**config.mk**
```make
export PLATFORM = sky130hd
export DESIGN_NAME = flt_ctrl
export DESIGN_NICKNAME = d
export VERILOG_FILES = /design/src/design/flt_pkg.sv /design/src/design/flt_ctrl.sv
export SDC_FILE = /design/constraint.sdc
export NUM_CORES = 1
export LEC_CHECK = 0
export ABC_AREA = 1
export BUFFER_PORTS_ARGS = -buffer_cell sky130_fd_sc_hd__buf_2
export CORE_ASPECT_RATIO = 0.9
export CORE_UTILIZATION = 51
export DETAILED_ROUTE_END_ITERATION = 8
export GPL_ROUTABILITY_DRIVEN = 0
export PLACE_DENSITY = 0.79
export SETUP_SLACK_MARGIN = 0.4
export SLEW_MARGIN = 0
export SYNTH_ARGS = -nofsm -noshare
export SYNTH_HDL_FRONTEND = slang
export SYNTH_SLANG_ARGS = --single-unit
```
**constraint.sdc**
```tcl
create_clock -name clk -period 2.2 [get_ports clk]
set_input_delay 0.66 -clock clk [delete_from_list [all_inputs] [get_ports clk]]
set_output_delay 0.66 -clock clk [all_outputs]
set_load 0.01 [all_outputs]
```
**src/design/flt_pkg.sv**
```systemverilog
`timescale 1ns / 1ps
`default_nettype none
// ----------------------------------------------------------------------------
// flt_pkg
// Shared widths, codes and control/status types of the line tessellator.
// ----------------------------------------------------------------------------
package flt_pkg;

    // field widths
    localparam int COORD_W  = 24;
    localparam int DIFF_W   = 25;
    localparam int MAG_W    = 24;
    localparam int LW_W     = 23;
    localparam int WGT_W    = 25;
    localparam int SQ_W     = 48;
    localparam int RAD_W    = 58;
    localparam int ROOT_W   = 29;
    localparam int REM_W    = 31;
    localparam int PROD_W   = 49;
    localparam int NUM_W    = 53;
    localparam int Q_W      = 26;
    localparam int OFF_W    = 27;
    localparam int SUM_W    = 28;
    localparam int COL_W    = 32;
    localparam int SLOT_W   = 12;
    localparam int VTX_W    = 13;
    localparam int IDX_W    = 15;
    localparam int CFG_W    = 15;
    localparam int ITEM_W   = 4;
    localparam int STEP_W   = 5;

    // iteration counts
    localparam int SQRT_STEPS = 29;
    localparam int DIV_STEPS  = 26;
    localparam int ITEMS      = 14;

    // capacity
    localparam int MAX_VERTICES = 4096;
    localparam int MAX_INDICES  = 16384;
    localparam int VTX_STEP     = 8;
    localparam int IDX_STEP     = 18;

    // operation codes
    localparam logic OP_DRAW  = 1'b0;
    localparam logic OP_CLEAR = 1'b1;

    // register indexes
    localparam logic REG_VERTEX_LIMIT = 1'b0;
    localparam logic REG_INDEX_LIMIT  = 1'b1;

    // offset selects
    localparam logic [1:0] SEL_HX = 2'd0;
    localparam logic [1:0] SEL_HY = 2'd1;
    localparam logic [1:0] SEL_SX = 2'd2;
    localparam logic [1:0] SEL_SY = 2'd3;

    typedef struct packed {
        logic              latch;
        logic              clear;
        logic              diff;
        logic              square;
        logic              sqrt_init;
        logic              sqrt_step;
        logic              div_load;
        logic              div_step;
        logic              div_store;
        logic [1:0]        sel;
        logic              load_out;
        logic [ITEM_W-1:0] item;
        logic              commit;
    } cmd_t;

    typedef struct packed {
        logic no_room;
        logic zero_len;
    } sts_t;

endpackage
`default_nettype wire

```
**src/design/flt_ctrl.sv**
```systemverilog
`timescale 1ns / 1ps
`default_nettype none
// ----------------------------------------------------------------------------
// flt_ctrl
// Sequencer: accepts beats, steps the root and divide loops, emits 14 items.
// ----------------------------------------------------------------------------
module flt_ctrl
    import flt_pkg::*;
(
    input  wire logic clk,
    input  wire logic rst_n,
    input  wire logic in_valid,
    output logic      in_ready,
    input  wire logic operation,
    output logic      out_valid,
    input  wire logic out_ready,
    output cmd_t      cmd,
    input  sts_t      sts
);

    localparam logic [2:0] S_IDLE   = 3'd0;
    localparam logic [2:0] S_CHECK  = 3'd1;
    localparam logic [2:0] S_SQUARE = 3'd2;
    localparam logic [2:0] S_INIT   = 3'd3;
    localparam logic [2:0] S_SQRT   = 3'd4;
    localparam logic [2:0] S_LOAD   = 3'd5;
    localparam logic [2:0] S_DIV    = 3'd6;
    localparam logic [2:0] S_EMIT   = 3'd7;

    logic [2:0]        state_reg, state_next;
    logic [STEP_W-1:0] step_reg, step_next;
    logic [1:0]        sel_reg, sel_next;
    logic [ITEM_W-1:0] item_reg, item_next;
    logic              out_valid_reg, out_valid_next;
    logic              accept;

    assign in_ready  = (state_reg == S_IDLE);
    assign accept    = in_valid && in_ready;
    assign out_valid = out_valid_reg;

    // next state and commands
    always_comb
    begin
        state_next = state_reg;
        step_next  = step_reg;
        sel_next   = sel_reg;
        item_next  = item_reg;
        cmd        = '0;
        cmd.sel    = sel_reg;
        cmd.item   = item_reg;
        unique case (state_reg)
            S_IDLE:
            begin
                if (accept)
                begin
                    cmd.latch = 1'b1;
                    if (operation == OP_CLEAR)
                    begin
                        cmd.clear = 1'b1;
                    end
                    else
                    begin
                        state_next = S_CHECK;
                    end
                end
            end
            S_CHECK:
            begin
                cmd.diff = 1'b1;
                if (sts.no_room || sts.zero_len)
                begin
                    state_next = S_IDLE;
                end
                else
                begin
                    state_next = S_SQUARE;
                end
            end
            S_SQUARE:
            begin
                cmd.square = 1'b1;
                state_next = S_INIT;
            end
            S_INIT:
            begin
                cmd.sqrt_init = 1'b1;
                step_next     = '0;
                state_next    = S_SQRT;
            end
            S_SQRT:
            begin
                cmd.sqrt_step = 1'b1;
                step_next     = step_reg + 1'b1;
                if (step_reg == STEP_W'(SQRT_STEPS - 1))
                begin
                    sel_next   = SEL_HX;
                    state_next = S_LOAD;
                end
            end
            S_LOAD:
            begin
                cmd.div_load = 1'b1;
                step_next    = '0;
                state_next   = S_DIV;
            end
            S_DIV:
            begin
                cmd.div_step = 1'b1;
                step_next    = step_reg + 1'b1;
                if (step_reg == STEP_W'(DIV_STEPS - 1))
                begin
                    cmd.div_store = 1'b1;
                    if (sel_reg == SEL_SY)
                    begin
                        item_next  = '0;
                        state_next = S_EMIT;
                    end
                    else
                    begin
                        sel_next   = sel_reg + 1'b1;
                        state_next = S_LOAD;
                    end
                end
            end
            S_EMIT:
            begin
                if (!out_valid_reg || out_ready)
                begin
                    cmd.load_out = 1'b1;
                    item_next    = item_reg + 1'b1;
                    if (item_reg == ITEM_W'(ITEMS - 1))
                    begin
                        cmd.commit = 1'b1;
                        item_next  = '0;
                        state_next = S_IDLE;
                    end
                end
            end
            default:
            begin
                state_next = S_IDLE;
            end
        endcase
    end

    // output valid flag
    always_comb
    begin
        out_valid_next = out_valid_reg;
        if (cmd.load_out)
        begin
            out_valid_next = 1'b1;
        end
        else if (out_ready)
        begin
            out_valid_next = 1'b0;
        end
    end

    always_ff @(posedge clk or negedge rst_n)
    begin
        if (!rst_n)
        begin
            state_reg     <= S_IDLE;
            step_reg      <= '0;
            sel_reg       <= SEL_HX;
            item_reg      <= '0;
            out_valid_reg <= 1'b0;
        end
        else
        begin
            state_reg     <= state_next;
            step_reg      <= step_next;
            sel_reg       <= sel_next;
            item_reg      <= item_next;
            out_valid_reg <= out_valid_next;
        end
    end

`ifndef SYNTHESIS
    a_load_free: assert property (@(posedge clk) disable iff (!rst_n)
        cmd.load_out |-> (!out_valid_reg || out_ready))
        else $error("output register overwritten while stalled");
    a_last_item: assert property (@(posedge clk) disable iff (!rst_n)
        (cmd.load_out && item_reg == ITEM_W'(ITEMS - 1)) |=> state_reg == S_IDLE)
        else $error("sequencer did not return to idle after the last item");
    a_clear_idle: assert property (@(posedge clk) disable iff (!rst_n)
        (accept && operation == OP_CLEAR) |=> state_reg == S_IDLE)
        else $error("clear beat left the sequencer busy");
    a_root_done: assert property (@(posedge clk) disable iff (!rst_n)
        (state_reg == S_SQRT && step_reg == STEP_W'(SQRT_STEPS - 1))
        |=> (state_reg == S_LOAD && sel_reg == SEL_HX))
        else $error("root loop did not hand over to the first divide");
`endif

endmodule
`default_nettype wire

```
# Word-level counts from Yosys, hierarchy flattened
# Cells that the tools add are included.
# totals
mem_bits_rw	0
elab_cells	77
memories	0
inputBits	7
latch_bits	0
ff_bits	15
out_inout_bits	19
romBits	0
# classes
n_eq_ne	19
n_div	0
multipliers	0
n_reduce_logical	14
bitwise_logic	0
shift	0
addsub	3
muxes	36
order_cmp	0
# op_table
cell	n
3-bit case mux with 8 select lines	1
3-bit two-way mux	6
2-bit two-way mux	8
4-bit two-way mux	4
1-bit two-way mux	14
2-bit inequality test (second input constant)	7
3-bit == test (second input constant)	4
5-bit == test (second input constant)	2
5-bit case mux with 2 select lines	1
4-bit case mux with 2 select lines	1
4-bit AND reduction	2
2-bit nonzero test	4
3-bit by 2-bit == test with 1-bit output (second input constant)	2
6-bit AND reduction	1
5-bit by 1-bit adder with 5-bit output (second input constant)	1
4-bit by 1-bit adder with 4-bit output (second input constant)	1
4-bit == test (second input constant)	1
2-bit case mux with 2 select lines	1
2-bit OR reduction	2
3-bit by 1-bit == test with 1-bit output (second input constant)	1
3-bit logical NOT	1
2-bit by 1-bit adder with 2-bit output (second input constant)	1
2-bit == test (second input constant)	1
1-bit logical OR	2
other kinds (3)	3

# Depth between registers and ports, before layout
# logic_depth
word_depth	5
ltp_mapped	10

# Worst setup path before layout
# No wires, ideal clock.
# synth_path
kind	reg-to-output
from	register item_reg[1]
to	output cmd[0] (netlist bit)
stages_incl_launch_ff	5
t_required_ps	1540
arrival_time_ps	1059
n_path_buf	0
slack_ps	481
path_cell_list	dfrtp_1 > inv_1 > ha_1 > nand3_1 > nor3_1
# synth_lines
element	line_no	rtl
start, declared	flt_ctrl.sv:33	logic [ITEM_W-1:0] item_reg, item_next;
start signal, assigned	flt_ctrl.sv:175	item_reg <= item_next;
end, declared	flt_ctrl.sv:17	output cmd_t cmd,

==> out/qor.txt <==
Status: finished, final reports clean
Antenna cells: 0
I/O pins: 26
Mapped Nets: 166
Share of cells above drive strength 1: 46.8%
Final Max Slew Viols: 0
Synth Area in Adders: 6.84%
Syn Area/Cell: 7.17 µm²
Post-synthesis mux area share: 0%
Clock Skews: 0.00858 ns
H-Tree Level Count: 1
Final setup fails: 0
TNS Setup: 0 ns
Main combinational cell family by area after synthesis: simple AND/OR/NAND/NOR gates
Clock sinks: 15
Netlist Area Pre-Place: 1100 µm²
Post-synthesis simple-gate area fraction: 41.5%
TritonCTS clock tree: yes
Commonest non-fill, non-tap cell in the layout: nand2_1
Least-Margin Pin Slew: 0.370 ns
Grt total ovfl: 0
Final min period: 2.05 ns
Routed WL per cell: 14.9 µm
Netlist cell types: 24
Root Buffer: clkbuf_4
Max cap viols: 0
Synth Area in Compound Gates: 6.39%
Antenna violations before repair: 0
Crit path kind: flop to output pin
DR iter-0 viols: 50
VDD IR max: 288 µV
HP Class: input port to async pin
Final ANT Viol Nets: 0
Leak: 0.897 nW
Syn. warnings: 0
Power per standard cell area: 282 nW/µm²
DRC viols: 0
Clk_lat worst skew: 0.29 ns
Routed WL: 3430 µm
Post-Syn Instances: 153
GRT Overall Usage: 29.5%
Final worst-path cycle share: 93.2%
Dpl hpwl: 1830 µm
Max FFs per register: 5
Worst r2r path cells: 14
Vias in the first global route: 1,117
Layout Nets: 219
DR vias: 1,231
Core area: 1970 µm²
Largest net degree at the start of global routing: 16
Vias/cell: 5.35
First-pass GRT wire length: 5020 µm
Row Count: 15
Clock Pin Slew Worst Setup and Hold Paths: 0.10 ns
Post-route cell area: 1600 µm²
Die H: 46.0 µm
DRT Pass-1 Iters: 4
Register area share after synthesis: 34.2%
Full die area: 2340 µm²
Xor-xnor portion of the synthesized cell area: 1.60%
Area after DPL: 1230 µm²
Die X: 50.9 µm
RSZ-0062 raised after global routing: yes
Maximum root-to-sink buffer count: 2
IO Port Bufs: 25
P&R area growth vs syn: 45.4%
Final hold vios: 0
Crit path max fanout: 2
Seq cells post-synth: 15
CP arrival: 1.39 ns
Worst relative slew slack: 75.2%
WP data required: 1.54 ns
Num CTS Buffers: 3
Most frequent cells in the layout: nand2_1, buf_2, buf_4
FMAX: 488 MHz
Startpoint Class: flop
Initial Util: 55.7%
Crit path capture type: output pin
==> cell usage after synthesis <==
library cell | instances | area [µm²]
nand2_1 | 44 | 165
nor2_1 | 20 | 75.1
inv_1 | 18 | 67.6
dfrtp_1 | 15 | 375
nand3_1 | 9 | 45.0
nand2_2 | 7 | 43.8
ha_1 | 6 | 75.1
nor2_4 | 5 | 56.3
o21ai_0 | 4 | 20.0
inv_2 | 3 | 11.3
a21oi_1 | 2 | 10.0
nand2_4 | 2 | 22.5
nand3b_1 | 2 | 15.0
nor2_2 | 2 | 12.5
nor3_1 | 2 | 10.0
o211ai_1 | 2 | 15.0
o21ai_1 | 2 | 10.0
xor2_1 | 2 | 17.5
a2bb2oi_1 | 1 | 8.76
buf_4 | 1 | 7.51
buf_6 | 1 | 11.3
inv_4 | 1 | 6.26
nor3_2 | 1 | 10.0
o22ai_1 | 1 | 6.26
==> metrics by stage <==
| stage | instances | setup WS (ns) | util, % | total power, mW | hold slack, ns |
|---|---|---|---|---|---|
| global placement | 201 | 0.378 | 62.7 | 0.294 | 0.483 |
| floorplan | 153 | 0.481 | - | 0.283 | 0.364 |
| finish | 230 | 0.149 | 81.0 | 0.449 | 0.260 |
| detailed placement | 201 | 0.283 | 62.7 | 0.294 | 0.505 |
| global route | 230 | 0.115 | 81.0 | 0.465 | 0.265 |
| CTS | 227 | 0.182 | 77.5 | 0.457 | 0.261 |
==> power by group <==
group          internal, mW  total, mW         switching [mW]  leakage [nW]
Clock                0.0676      0.161                 0.0932        0.0177
Combinational       0.00445     0.0131                0.00866         0.702
Sequential            0.275      0.275  0.0000000000000000413         0.177
Total                 0.347      0.449                  0.102         0.897
==> cells by family after synthesis <==
kind of cell	Yosys count
XOR/XNOR	2
adder cells (fa/ha/maj)	6
AND/OR/NAND/NOR	94
flip-flops	15
buffers and inverters	24
AO/OA/AOI/OAI	12
==> worst max-delay path: stages (launching register included) <==
cell,delay [ns]
dfrtp_1,0.41
inv_2,0.08
ha_4,0.13
inv_2,0.03
nor2_2,0.09
nand2_2,0.09
nor2_2,0.11
buf_2,0.15
==> area by class of cell <==
cell class | instances | area, µm²
multi-input combinational | 114 | 714
sequential | 15 | 379
fill | 119 | 375
timing repair buffer | 50 | 355
inverter | 22 | 87.6
tap | 25 | 31.3
clock buffer | 3 | 22.5
clock inverter | 1 | 5.00
==> what timing repair did <==
item,CTS,global route
gates resized for setup,27,13
pin swaps,10,10
hold buffers,0,0
gates cloned,0,0
buffers inserted,22,3
endpoints found under the setup margin,12,18
==> path summary, 6_finish.rpt <==
check	to	from	slack [ns]
worst min register to register	sel_reg[1]	sel_reg[1]	0.53
max in group asynchronous	state_reg[0]	rst_n	1.65
worst max register to register	item_reg[2]	step_reg[1]	0.31
worst min-delay path	step_reg[0]	rst_n	0.26
worst max-delay path	cmd[8]	step_reg[1]	0.15
min in group clk	sel_reg[1]	sel_reg[1]	0.53
==> routing by layer <==
metal | global-route usage [%] | wire length [µm] | share of wire (%) | up-vias
li1 | - | - | - | 574
met1 | 37.9 | 1450 | 42 | 582
met2 | 51.2 | 1660 | 48 | 66
met3 | 3.67 | 245 | 7.2 | 9
met4 | 11.7 | 68 | 2.0 | 0
met5 | 0 | 0 | 0 | -
(Power assumes the default switching activity.)
